**config.mk**
```make
export PLATFORM = sky130hd
export DESIGN_NAME = indexed_list_engine
export DESIGN_NICKNAME = d
export VERILOG_FILES = /design/src/rtl/core/ile_pkg.sv /design/src/rtl/core/indexed_list_engine.sv /design/src/rtl/core/ile_ram.sv /design/src/rtl/core/ile_ctrl.sv
export VERILOG_INCLUDE_DIRS = /design/src /design/src/rtl/core
export SDC_FILE = /design/constraint.sdc
export NUM_CORES = 2
export LEC_CHECK = 0
export BUFFER_PORTS_ARGS = -buffer_cell sky130_fd_sc_hd__buf_2
export CORE_MARGIN = 2
export CORE_UTILIZATION = 50
export CTS_CLUSTER_DIAMETER = 120
export DETAILED_ROUTE_END_ITERATION = 6
export GPL_TIMING_DRIVEN = 0
export PLACE_DENSITY_LB_ADDON = 0.3
export REMOVE_ABC_BUFFERS = 1
export SLEW_MARGIN = 0
export SYNTH_ARGS = -nofsm -noshare
export SYNTH_HDL_FRONTEND = slang
export SYNTH_HIERARCHICAL = 1
export SYNTH_SLANG_ARGS = --single-unit
```
**constraint.sdc**
```tcl
create_clock -name clk -period 11.9 [get_ports clk]
set_input_delay 2.38 -clock clk [delete_from_list [all_inputs] [get_ports clk]]
set_output_delay 2.38 -clock clk [all_outputs]
set_load 0.05 [all_outputs]
```
**src/rtl/core/indexed_list_engine_macros.svh**
```systemverilog
// Assertion macros used by the top level of the list engine.
`ifndef INDEXED_LIST_ENGINE_MACROS_SVH
`define INDEXED_LIST_ENGINE_MACROS_SVH

// Check that a condition implies a property in the same cycle.
`define ILE_ASSERT_NOW(label, cond, prop) \
    label: assert property (@(posedge clk) disable iff (!rst_n) (cond) |-> (prop)) \
        else $error("list engine check failed");

// Check that a condition implies a property in the next cycle.
`define ILE_ASSERT_NEXT(label, cond, prop) \
    label: assert property (@(posedge clk) disable iff (!rst_n) (cond) |=> (prop)) \
        else $error("list engine check failed");

`endif

```
**src/rtl/core/ile_pkg.sv**
```systemverilog
// Types, codes and sizing constants of the indexed list engine.
package ile_pkg;

    localparam int CAPACITY      = 64;
    localparam int ELEMENT_WIDTH = 32;

    localparam int IDX_W = (CAPACITY > 1) ? $clog2(CAPACITY) : 1;
    localparam int CNT_W = $clog2(CAPACITY + 1);

    // Fixed field widths of the transactions
    localparam int MODE_W   = 4;
    localparam int POS_W    = 7;
    localparam int ELEM_F_W = 32;
    localparam int STATUS_W = 3;
    localparam int VAL_W    = 32;
    localparam int FIDX_W   = 6;
    localparam int LEN_W    = 7;

    localparam logic [MODE_W-1:0] MODE_APPEND   = 4'd0;
    localparam logic [MODE_W-1:0] MODE_INSERT   = 4'd1;
    localparam logic [MODE_W-1:0] MODE_SET      = 4'd2;
    localparam logic [MODE_W-1:0] MODE_REMOVE   = 4'd3;
    localparam logic [MODE_W-1:0] MODE_GET      = 4'd4;
    localparam logic [MODE_W-1:0] MODE_POP      = 4'd5;
    localparam logic [MODE_W-1:0] MODE_INDEX_OF = 4'd6;
    localparam logic [MODE_W-1:0] MODE_CONTAINS = 4'd7;
    localparam logic [MODE_W-1:0] MODE_CLEAR    = 4'd8;

    localparam logic [STATUS_W-1:0] ST_OK        = 3'd0;
    localparam logic [STATUS_W-1:0] ST_BAD_INDEX = 3'd1;
    localparam logic [STATUS_W-1:0] ST_NULL      = 3'd2;
    localparam logic [STATUS_W-1:0] ST_FULL      = 3'd3;
    localparam logic [STATUS_W-1:0] ST_NOT_FOUND = 3'd4;

    typedef struct packed {
        logic [MODE_W-1:0]   mode;
        logic [POS_W-1:0]    position;
        logic [ELEM_F_W-1:0] element;
    } ile_cmd_t;

    typedef struct packed {
        logic [STATUS_W-1:0] status;
        logic [VAL_W-1:0]    value;
        logic [FIDX_W-1:0]   found_index;
        logic                found;
        logic [LEN_W-1:0]    length;
        logic                empty_res;
    } ile_res_t;

    // Access request from the sequencer to the entry memory
    typedef struct packed {
        logic                     we;
        logic [IDX_W-1:0]         waddr;
        logic [ELEMENT_WIDTH-1:0] wdata;
        logic                     re;
        logic [IDX_W-1:0]         raddr;
    } ile_ram_req_t;

endpackage

```
**src/rtl/core/indexed_list_engine.sv**
```systemverilog
// Top level of the indexed list engine: sequencer plus entry memory.
//
// Usage: drive a command transaction on cmd and raise start; it is taken at
// the rising edge where start is high and busy is low. Each command yields
// exactly one result transaction on result, marked by a one-cycle done
// strobe; the receiver cannot stall, so sample result whenever done is high.
// Append, set, clear, rejected or unknown commands, insert at the tail and
// searches of an empty list finish without a walk. Get reads its entry; remove
// and pop at position p shift the entries above p down; insert at position p
// shifts the entries from p up, then writes the new element; index_of and
// contains scan from the head and stop at the first match. A shift walks the
// entry memory with one read and one write per cycle on its two ports.
// A new command may be accepted in the same cycle as the done strobe.
// Reset empties the list at once: the count goes to zero and the memory
// contents are left as they are, since only entries below the count are read.
module indexed_list_engine (
    input  logic              clk,
    input  logic              rst_n,
    input  logic              start,
    input  ile_pkg::ile_cmd_t cmd,
    output logic              busy,
    output logic              done,
    output ile_pkg::ile_res_t result
);
    import ile_pkg::*;

    ile_ram_req_t             req;
    logic [ELEMENT_WIDTH-1:0] rdata;

    // Decode commands and sequence shifts and searches
    ile_ctrl u_ctrl (
        .clk    (clk),
        .rst_n  (rst_n),
        .start  (start),
        .cmd    (cmd),
        .busy   (busy),
        .done   (done),
        .result (result),
        .req    (req),
        .rdata  (rdata)
    );

    // Hold the entries; a shift reads one entry while it writes an earlier read
    // entry to its neighbor, and the walk never reads back an entry it already moved.
    ile_ram #(
        .WIDTH (ELEMENT_WIDTH),
        .DEPTH (CAPACITY)
    ) u_entries (
        .clk   (clk),
        .we    (req.we),
        .waddr (req.waddr),
        .wdata (req.wdata),
        .re    (req.re),
        .raddr (req.raddr),
        .rdata (rdata)
    );

`include "indexed_list_engine_macros.svh"

    // Length stays within capacity
    `ILE_ASSERT_NOW(a_len_ok, done, result.length <= LEN_W'(CAPACITY))
    // The empty flag tracks the length
    `ILE_ASSERT_NOW(a_empty_ok, done, result.empty_res == (result.length == '0))
    // An accepted command either finishes next cycle or keeps the engine busy
    `ILE_ASSERT_NEXT(a_accept_progress, start && !busy, busy || done)
    // A shift never writes the entry it reads in the same cycle
    `ILE_ASSERT_NOW(a_no_overlap, req.we && req.re, req.waddr != req.raddr)
    // A found element always reports success
    `ILE_ASSERT_NOW(a_found_ok, done && result.found, result.status == ST_OK)

endmodule

```
**src/rtl/core/ile_ram.sv**
```systemverilog
// Generic simple dual-port RAM with registered read data.
module ile_ram #(
    parameter int WIDTH = 32,
    parameter int DEPTH = 64
) (
    input  logic                                    clk,
    input  logic                                    we,
    input  logic [((DEPTH > 1) ? $clog2(DEPTH) : 1)-1:0] waddr,
    input  logic [WIDTH-1:0]                        wdata,
    input  logic                                    re,
    input  logic [((DEPTH > 1) ? $clog2(DEPTH) : 1)-1:0] raddr,
    output logic [WIDTH-1:0]                        rdata
);

    logic [WIDTH-1:0] mem [DEPTH];
    logic [WIDTH-1:0] rdata_reg;

    always_ff @(posedge clk)
    begin
        if (we)
        begin
            mem[waddr] <= wdata;
        end
        if (re)
        begin
            rdata_reg <= mem[raddr];
        end
    end

    assign rdata = rdata_reg;

endmodule

```
**src/rtl/core/ile_ctrl.sv**
```systemverilog
// Sequencer of the list engine: decodes commands and walks the entry memory.
module ile_ctrl (
    input  logic                 clk,
    input  logic                 rst_n,
    input  logic                 start,
    input  ile_pkg::ile_cmd_t    cmd,
    output logic                 busy,
    output logic                 done,
    output ile_pkg::ile_res_t    result,
    output ile_pkg::ile_ram_req_t req,
    input  logic [ile_pkg::ELEMENT_WIDTH-1:0] rdata
);
    import ile_pkg::*;

    typedef enum logic [1:0] {
        S_IDLE,
        S_SCAN,
        S_FILL
    } state_t;

    state_t                   state_reg, state_next;
    logic [CNT_W-1:0]         count_reg, count_next;
    logic [MODE_W-1:0]        mode_reg, mode_next;
    logic [IDX_W-1:0]         pos_reg, pos_next;
    logic [ELEMENT_WIDTH-1:0] elem_reg, elem_next;
    logic [IDX_W-1:0]         addr_reg, addr_next;
    logic [IDX_W-1:0]         end_reg, end_next;
    logic                     up_reg, up_next;
    logic                     issue_reg, issue_next;
    logic                     pend_reg, pend_next;
    logic [IDX_W-1:0]         pend_addr_reg, pend_addr_next;
    logic [ELEMENT_WIDTH-1:0] value_reg, value_next;
    logic                     done_reg, done_next;
    ile_res_t                 res_reg, res_next;

    logic [ELEMENT_WIDTH-1:0] elem_in;
    logic [31:0]              pos_w;
    logic [31:0]              cnt_w;
    logic                     needs_elem;
    logic                     full;
    logic [IDX_W-1:0]         last_idx;

    logic                     fin;
    logic [STATUS_W-1:0]      fin_status;
    logic [ELEMENT_WIDTH-1:0] fin_value;
    logic [IDX_W-1:0]         fin_fidx;
    logic                     fin_found;

    assign elem_in    = cmd.element[ELEMENT_WIDTH-1:0];
    assign pos_w      = 32'(cmd.position);
    assign cnt_w      = 32'(count_reg);
    assign full       = (count_reg == CNT_W'(CAPACITY));
    assign last_idx   = IDX_W'(count_reg - CNT_W'(1));
    assign needs_elem = (cmd.mode == MODE_APPEND) || (cmd.mode == MODE_INSERT) ||
                        (cmd.mode == MODE_SET) || (cmd.mode == MODE_INDEX_OF) ||
                        (cmd.mode == MODE_CONTAINS);

    always_comb
    begin
        state_next     = state_reg;
        count_next     = count_reg;
        mode_next      = mode_reg;
        pos_next       = pos_reg;
        elem_next      = elem_reg;
        addr_next      = addr_reg;
        end_next       = end_reg;
        up_next        = up_reg;
        issue_next     = issue_reg;
        pend_next      = 1'b0;
        pend_addr_next = pend_addr_reg;
        value_next     = value_reg;
        done_next      = 1'b0;
        res_next       = res_reg;

        req.we    = 1'b0;
        req.waddr = pos_reg;
        req.wdata = rdata;
        req.re    = 1'b0;
        req.raddr = addr_reg;

        fin        = 1'b0;
        fin_status = ST_OK;
        fin_value  = '0;
        fin_fidx   = '0;
        fin_found  = 1'b0;

        unique case (state_reg)
            S_IDLE:
            begin
                if (start)
                begin
                    mode_next = cmd.mode;
                    pos_next  = cmd.position[IDX_W-1:0];
                    elem_next = elem_in;
                    req.wdata = elem_in;
                    priority if (needs_elem && (elem_in == '0))
                    begin
                        fin        = 1'b1;
                        fin_status = ST_NULL;
                    end
                    else
                    begin
                        unique case (cmd.mode)
                            MODE_APPEND:
                            begin
                                fin = 1'b1;
                                if (full)
                                begin
                                    fin_status = ST_FULL;
                                end
                                else
                                begin
                                    req.we     = 1'b1;
                                    req.waddr  = count_reg[IDX_W-1:0];
                                    count_next = count_reg + CNT_W'(1);
                                end
                            end
                            MODE_INSERT:
                            begin
                                priority if (pos_w > cnt_w)
                                begin
                                    fin        = 1'b1;
                                    fin_status = ST_BAD_INDEX;
                                end
                                else if (full)
                                begin
                                    fin        = 1'b1;
                                    fin_status = ST_FULL;
                                end
                                else if (pos_w == cnt_w)
                                begin
                                    // insert at the tail is an append
                                    fin        = 1'b1;
                                    req.we     = 1'b1;
                                    req.waddr  = cmd.position[IDX_W-1:0];
                                    count_next = count_reg + CNT_W'(1);
                                end
                                else
                                begin
                                    state_next = S_SCAN;
                                    addr_next  = last_idx;
                                    end_next   = cmd.position[IDX_W-1:0];
                                    up_next    = 1'b0;
                                    issue_next = 1'b1;
                                end
                            end
                            MODE_SET:
                            begin
                                fin = 1'b1;
                                if (pos_w >= cnt_w)
                                begin
                                    fin_status = ST_BAD_INDEX;
                                end
                                else
                                begin
                                    req.we    = 1'b1;
                                    req.waddr = cmd.position[IDX_W-1:0];
                                end
                            end
                            MODE_REMOVE, MODE_GET, MODE_POP:
                            begin
                                if (pos_w >= cnt_w)
                                begin
                                    fin        = 1'b1;
                                    fin_status = ST_BAD_INDEX;
                                end
                                else
                                begin
                                    state_next = S_SCAN;
                                    addr_next  = cmd.position[IDX_W-1:0];
                                    end_next   = (cmd.mode == MODE_GET) ?
                                                 cmd.position[IDX_W-1:0] : last_idx;
                                    up_next    = 1'b1;
                                    issue_next = 1'b1;
                                end
                            end
                            MODE_INDEX_OF, MODE_CONTAINS:
                            begin
                                if (count_reg == '0)
                                begin
                                    fin        = 1'b1;
                                    fin_status = (cmd.mode == MODE_INDEX_OF) ?
                                                 ST_NOT_FOUND : ST_OK;
                                end
                                else
                                begin
                                    state_next = S_SCAN;
                                    addr_next  = '0;
                                    end_next   = last_idx;
                                    up_next    = 1'b1;
                                    issue_next = 1'b1;
                                end
                            end
                            MODE_CLEAR:
                            begin
                                fin        = 1'b1;
                                count_next = '0;
                            end
                            default:
                            begin
                                fin = 1'b1;
                            end
                        endcase
                    end
                end
            end

            S_SCAN:
            begin
                // stream reads; the data of each read arrives in the next cycle
                req.re = issue_reg;
                if (issue_reg)
                begin
                    if (addr_reg == end_reg)
                    begin
                        issue_next = 1'b0;
                    end
                    else
                    begin
                        addr_next = up_reg ? (addr_reg + IDX_W'(1)) : (addr_reg - IDX_W'(1));
                    end
                end
                pend_next      = issue_reg;
                pend_addr_next = addr_reg;

                if (pend_reg)
                begin
                    unique case (mode_reg)
                        MODE_INSERT:
                        begin
                            req.we    = 1'b1;
                            req.waddr = pend_addr_reg + IDX_W'(1);
                            if (!issue_reg)
                            begin
                                state_next = S_FILL;
                            end
                        end
                        MODE_REMOVE, MODE_POP:
                        begin
                            if (pend_addr_reg == pos_reg)
                            begin
                                value_next = rdata;
                            end
                            else
                            begin
                                req.we    = 1'b1;
                                req.waddr = pend_addr_reg - IDX_W'(1);
                            end
                            if (!issue_reg)
                            begin
                                fin        = 1'b1;
                                count_next = count_reg - CNT_W'(1);
                                if (mode_reg == MODE_POP)
                                begin
                                    fin_value = (pend_addr_reg == pos_reg) ? rdata : value_reg;
                                end
                            end
                        end
                        MODE_GET:
                        begin
                            fin       = 1'b1;
                            fin_value = rdata;
                        end
                        MODE_INDEX_OF, MODE_CONTAINS:
                        begin
                            if (rdata == elem_reg)
                            begin
                                fin       = 1'b1;
                                fin_found = 1'b1;
                                fin_fidx  = pend_addr_reg;
                            end
                            else if (!issue_reg)
                            begin
                                fin        = 1'b1;
                                fin_status = (mode_reg == MODE_INDEX_OF) ?
                                             ST_NOT_FOUND : ST_OK;
                            end
                        end
                        default:
                        begin
                            fin = 1'b1;
                        end
                    endcase
                end
            end

            S_FILL:
            begin
                req.we     = 1'b1;
                req.waddr  = pos_reg;
                req.wdata  = elem_reg;
                count_next = count_reg + CNT_W'(1);
                fin        = 1'b1;
            end

            default:
            begin
                state_next = S_IDLE;
            end
        endcase

        if (fin)
        begin
            state_next           = S_IDLE;
            issue_next           = 1'b0;
            pend_next            = 1'b0;
            done_next            = 1'b1;
            res_next.status      = fin_status;
            res_next.value       = VAL_W'(fin_value);
            res_next.found_index = FIDX_W'(fin_fidx);
            res_next.found       = fin_found;
            res_next.length      = LEN_W'(count_next);
            res_next.empty_res   = (count_next == '0);
        end
    end

    always_ff @(posedge clk or negedge rst_n)
    begin
        if (!rst_n)
        begin
            state_reg     <= S_IDLE;
            count_reg     <= '0;
            mode_reg      <= '0;
            pos_reg       <= '0;
            elem_reg      <= '0;
            addr_reg      <= '0;
            end_reg       <= '0;
            up_reg        <= 1'b0;
            issue_reg     <= 1'b0;
            pend_reg      <= 1'b0;
            pend_addr_reg <= '0;
            value_reg     <= '0;
            done_reg      <= 1'b0;
            res_reg       <= '0;
        end
        else
        begin
            state_reg     <= state_next;
            count_reg     <= count_next;
            mode_reg      <= mode_next;
            pos_reg       <= pos_next;
            elem_reg      <= elem_next;
            addr_reg      <= addr_next;
            end_reg       <= end_next;
            up_reg        <= up_next;
            issue_reg     <= issue_next;
            pend_reg      <= pend_next;
            pend_addr_reg <= pend_addr_next;
            value_reg     <= value_next;
            done_reg      <= done_next;
            res_reg       <= res_next;
        end
    end

    assign busy   = (state_reg != S_IDLE);
    assign done   = done_reg;
    assign result = res_reg;

endmodule

```
# Word level (Yosys, flattened, before mapping)

Memory sizes are Yosys's and may differ from the RTL's. A register that Yosys moved wholly into a read port is not among the register bits.
Index checks and enable logic that the tools add are counted.
W data, S select, Z words.

Order comparisons: 2
Shift operators: 0
Reductions and logical operators: 25
Equality and inequality tests: 48
Multipliers: 0
Bitwise gates (word level): 1
Multiplexer cells: 118
Div/mod/pow operators: 0
Add/subtract/negate cells: 6

Operator list:

| operator              | number |
|---|---|
| $mux W32              | 5 |
| $pmux W32 S2          | 2 |
| $mux W6               | 20 |
| $mux W7               | 17 |
| $pmux W7 S3           | 4 |
| $mux W39              | 1 |
| $pmux W6 S3           | 2 |
| $mux W1               | 33 |
| $eq A32 B32 Y1        | 1 |
| $eq A4 B3 Y1 const B  | 8 |
| $logic_not A32 Y1     | 1 |
| $mux W3               | 10 |
| $mux W2               | 12 |
| $ne A4 B3 Y1 const B  | 5 |
| $ne A3 B3 Y1 const B  | 6 |
| $reduce_and A9 Y1     | 2 |
| $ne A2 B2 Y1 const B  | 8 |
| $pmux W1 S3           | 5 |
| $logic_not A7 Y1      | 2 |
| $pmux W7 S2           | 1 |
| $add A6 B1 Y6 const B | 2 |
| $eq A4 B2 Y1 const B  | 3 |
| $eq A6 B6 Y1          | 2 |
| $pmux W2 S3           | 2 |
| other kinds (34)      | 46 |

Input bits: 46
Memories: 1
Bits in read-only memories: 0
Bits in latches: 0
Flip-flop bits (word level): 155
Output and inout port bits: 52
Memory bits (writable): 2048
Logic and storage cells: 220

Memories:

| memory        | words | bits a word | rd ports | clocked after memory_dff | wr ports | line          | source |
|---|---|---|---|---|---|---|---|
| u_entries.mem | 64    | 32          | 1        | 1                        | 1        | ile_ram.sv:15 | `logic [WIDTH-1:0] mem [DEPTH];` |

# Longest topological paths before layout

Depth after elaboration: 11
Depth in mapped cells: 16
Depth with buffers taken out: 13

# By module

The synthesis kept the hierarchy.

By module, submodules not included:

| module   | cells each | times used | area an instance (um^2) | sequential area each (um^2) |
|---|---|---|---|---|
| ile_ram  | 3511       | 1          | 79359.9                 | 62459.9 |
| ile_ctrl | 1080       | 1          | 9237.6                  | 3878.7 |

# Worst setup path after synthesis

OpenSTA, ideal clock, no wires.

Path kind: input to register
From: input port cmd[7] (netlist name)
To: memory u_entries.mem[28][0], enable pin
Library setup time: 0.421 ns
Slack: 4.468 ns
Required time: 11.479 ns
Data arrival time: 7.011 ns
Stages: 13
Path through: or4_1 > or4b_4 > or3_4 > nand2_1 > nor2_1 > a21boi_0 > a32oi_1 > o21ai_0 > clkbuf_1 > or3b_2 > or2_2 > clkbuf_1 > nor2_1

RTL lines:

| item               | line                      | source |
|---|---|---|
| start: declaration | indexed_list_engine.sv:20 | `input ile_pkg::ile_cmd_t cmd,` |
| end: declaration   | ile_ram.sv:15             |  |

==> impl_metrics.toml <==
[finish]
multi_input_comb_area_um2 = 21600
final_common_cell = "edfxtp_1"
utilization = 0.577
finish.net_count = 4863
layout-drive-gt1-share = 0.237
ff_latch_area_um2 = 66400
area_growth_pct = 14.7
fillers = 12700
top_regs = "u_entries/mem: 2048 flops, u_ctrl/result: 50 flops"
layoutNonFillerInstCount = 7330
largest_reg_flops = 2048
max_flop_register = "u_entries/mem"
final_cell_mix = "edfxtp_1, mux4_2, nand2_1"

[place]
hpwlAfterDp_um = 150000
place_ws_ns = 3.82
dp.cells = 6921
gp_congestion = 0.908
portBuffers = 97

[timing]
finalSetupViolCount = 0
rsz0062_at_grt = "no"
hold_ws_ns = 0.474
min_period_ns = 7.14
worst-slew-pin-transition_ns = 1.45
finalHoldViolCount = 0
slew_violations = 0
slew-limit-headroom = 0.0287
fmax_mhz = 140
setup_slack_ns = 4.76
fin_crit_sh = 0.600
skew_ns = 0.0596

[drt]
dr.pass1.iters = 6
ant_nets = 0
routed-wl-met3_um = 26000
drt_iter0_markers = 6722
dr.max_layer_used = "met5"
via_count = 47900
wl_met2_um = 112000
m1WireLength_um = 88800
routed_via_density = 6.54
wire_per_inst_um = 32.3
wl_um = 237000
drc = 0

[cts]
cts.clk_slew.worst_paths_ns = 0.06
cts_buffers = 214
h-tree-depth = 4
postCtsSetupBuffers = 0
postCtsHoldBufs = 0
clkLatencyLatePin_ns = 0.85
cts_resized = 0
tritoncts = "done"
clockBufferDepth = 3
cts.sinks = 2235
root_buffer = "clkbuf_16"

[global_routing]
grt_usage = 0.262
overflow = 0
grt_pass1_vias = 46900
grt_max_degree = 106
antenna_found_initial = 13
grt_pass1_wl_um = 338000

[synth]
synth-edff-count = 2080
synthCells = 4591
yosys_warnings = 6
ys_types = 79
async_reset_ff_frac = 0.0694
synth_seq_cells = 2235
synth_ff_type = "edfxtp_1"
syn_area_per_cell_um2 = 19.3
syn-cell-area_um2 = 88600
ys_seq_area_frac = 0.749

[critical_path]
end_kind = "flip-flop"
start_kind = "primary input"
ff2ff_path_depth = 10
reg2reg_slack_ns = 5.31
path_cells = "buf_2 > or4_1 > or4b_4 > or3_4 > nand2_1 > nor2_1 > a21boi_0 > a221o_1 > nand4_1 > nor2_4 > buf_16"
r2r-end = "u_entries/mem[42][10]$_DFFE_PP_"
required_ns = 12.40
cp_data_arrival_time_ns = 7.64
max_stage_delay_ns = 1.02
path_max_fanout = 19
timing.rr.start = "u_ctrl/state_reg[0]$_DFFE_PN0P_"
cp_slowest_cell = "nor2_4"
setup.worst_path.start = "cmd[7]"
worstSetupPathType = "primary input to flip-flop"

[status]
status = "finished, final reports clean"

[power_and_ir_drop]
p_per_area_nw_per_um2 = 253
finalPower_mw = 25.7
ir_drop_v = 0.000203
p_leak_nw = 32.6

[floorplan]
dieWidth_um = 425
initial_core_util = 0.503
io_pins = 98
die_h_um = 425
core-area_um2 = 176000
dieArea_um2 = 181000
row_count = 154

[hold_path]
min_delay_path_depth = 1
min_to = "u_ctrl/result[8]$_DFFE_PN0P_"
hold_class = "flip-flop to flip-flop"
hp-start = "u_ctrl/result[8]$_DFFE_PN0P_"

[job]
drv_cap = 0
-- worst max-delay path: cells and delay by family --
kind / cells / cell delay, ns
and+or+nand+nor: 7 / 3.66
buffers and inverters: 2 / 0.40
AOI/OAI and AO/OA: 2 / 1.15
-- power by group --
part	internal [mW]	switching, mW
sequential	10.2	0.471
combinational	3.07	5.55
clock	3.56	2.89
-- cell usage after synthesis (8+ instances only) --
| cell | n | area (µm²) |
|---|---|---|
| buf_1 | 10 | 37.5 |
| xor2_1 | 8 | 70.1 |
| a211oi_1 | 28 | 210 |
| inv_1 | 28 | 105 |
| ha_1 | 16 | 200 |
| nand3b_1 | 9 | 67.6 |
| o211ai_1 | 21 | 158 |
| dfrtp_1 | 155 | 3880 |
| a22oi_1 | 198 | 1490 |
| nor3_1 | 25 | 125 |
| a211o_1 | 11 | 96.3 |
| nand4_1 | 19 | 119 |
| o22a_1 | 12 | 105 |
| nand2_1 | 267 | 1000 |
| buf_4 | 28 | 210 |
| nor2b_1 | 36 | 225 |
| xnor2_1 | 55 | 482 |
| a311o_1 | 12 | 120 |
| edfxtp_1 | 2080 | 62500 |
| a22o_1 | 19 | 166 |
| and3_1 | 11 | 68.8 |
| a21oi_1 | 82 | 410 |
| o221ai_1 | 18 | 158 |
| o21ai_0 | 139 | 696 |
| o22ai_1 | 44 | 275 |
| or2_2 | 10 | 62.6 |
| mux2i_1 | 191 | 1910 |
| nor2_1 | 135 | 507 |
| nand3_1 | 69 | 345 |
| mux2_2 | 37 | 417 |
| nor4_1 | 13 | 81.3 |
| clkbuf_1 | 141 | 529 |
| buf_6 | 31 | 349 |
| buf_2 | 54 | 270 |
| nand2b_1 | 10 | 62.6 |
| mux4_2 | 446 | 10000 |
| a31oi_1 | 24 | 150 |
-- final cells by class --
type / instances / area share
diodes: 8 / 0.000197
clock buffers: 284 / 0.0564
clock inverters: 114 / 0.00856
inverters: 29 / 0.00107
multi-input cells: 2054 / 0.212
flip-flops and latches: 2235 / 0.653
well taps: 2340 / 0.0288
repair buffers: 266 / 0.0396
-- stage by stage --
step / cell area [µm²] / TNS [ns]
floorplan: 87100 / -414.10
global placement: 90500 / -947.68
detailed placement: 94900 / 0
CTS: 102000 / 0
global route: 102000 / 0
finish: 102000 / 0
-- worst max path at each step --
stage                                           end  slack (ns)  cells past startpoint
floorplan             u_entries/rdata[17]$_DFFE_PP_      -10.69                      4
global placement      u_entries/rdata[22]$_DFFE_PP_      -23.49                      4
detailed placement   u_entries/mem[42][8]$_DFFE_PP_        3.82                     12
CTS                 u_entries/mem[42][10]$_DFFE_PP_        4.68                     12
global route          u_entries/mem[7][2]$_DFFE_PP_        4.61                     11
finish                u_entries/mem[7][2]$_DFFE_PP_        4.76                     11
-- routing by layer --
metal / track usage / vias to the layer above
li1: - / 19300
met1: 0.366 / 25300
met2: 0.408 / 2901
met3: 0.0538 / 433
met4: 0.106 / 4
met5: 0 / -
-- kinds of logic after synthesis --
logic type	synth area share
AND/OR/NAND/NOR	0.0336
multiplexers	0.140
flip-flops	0.749
XOR/XNOR	0.00623
adder cells (fa/ha/maj)	0.00249
buffers and inverters	0.0186
AO/OA/AOI/OAI	0.0507
No activity file was read; power rests on OpenSTA's default activity.
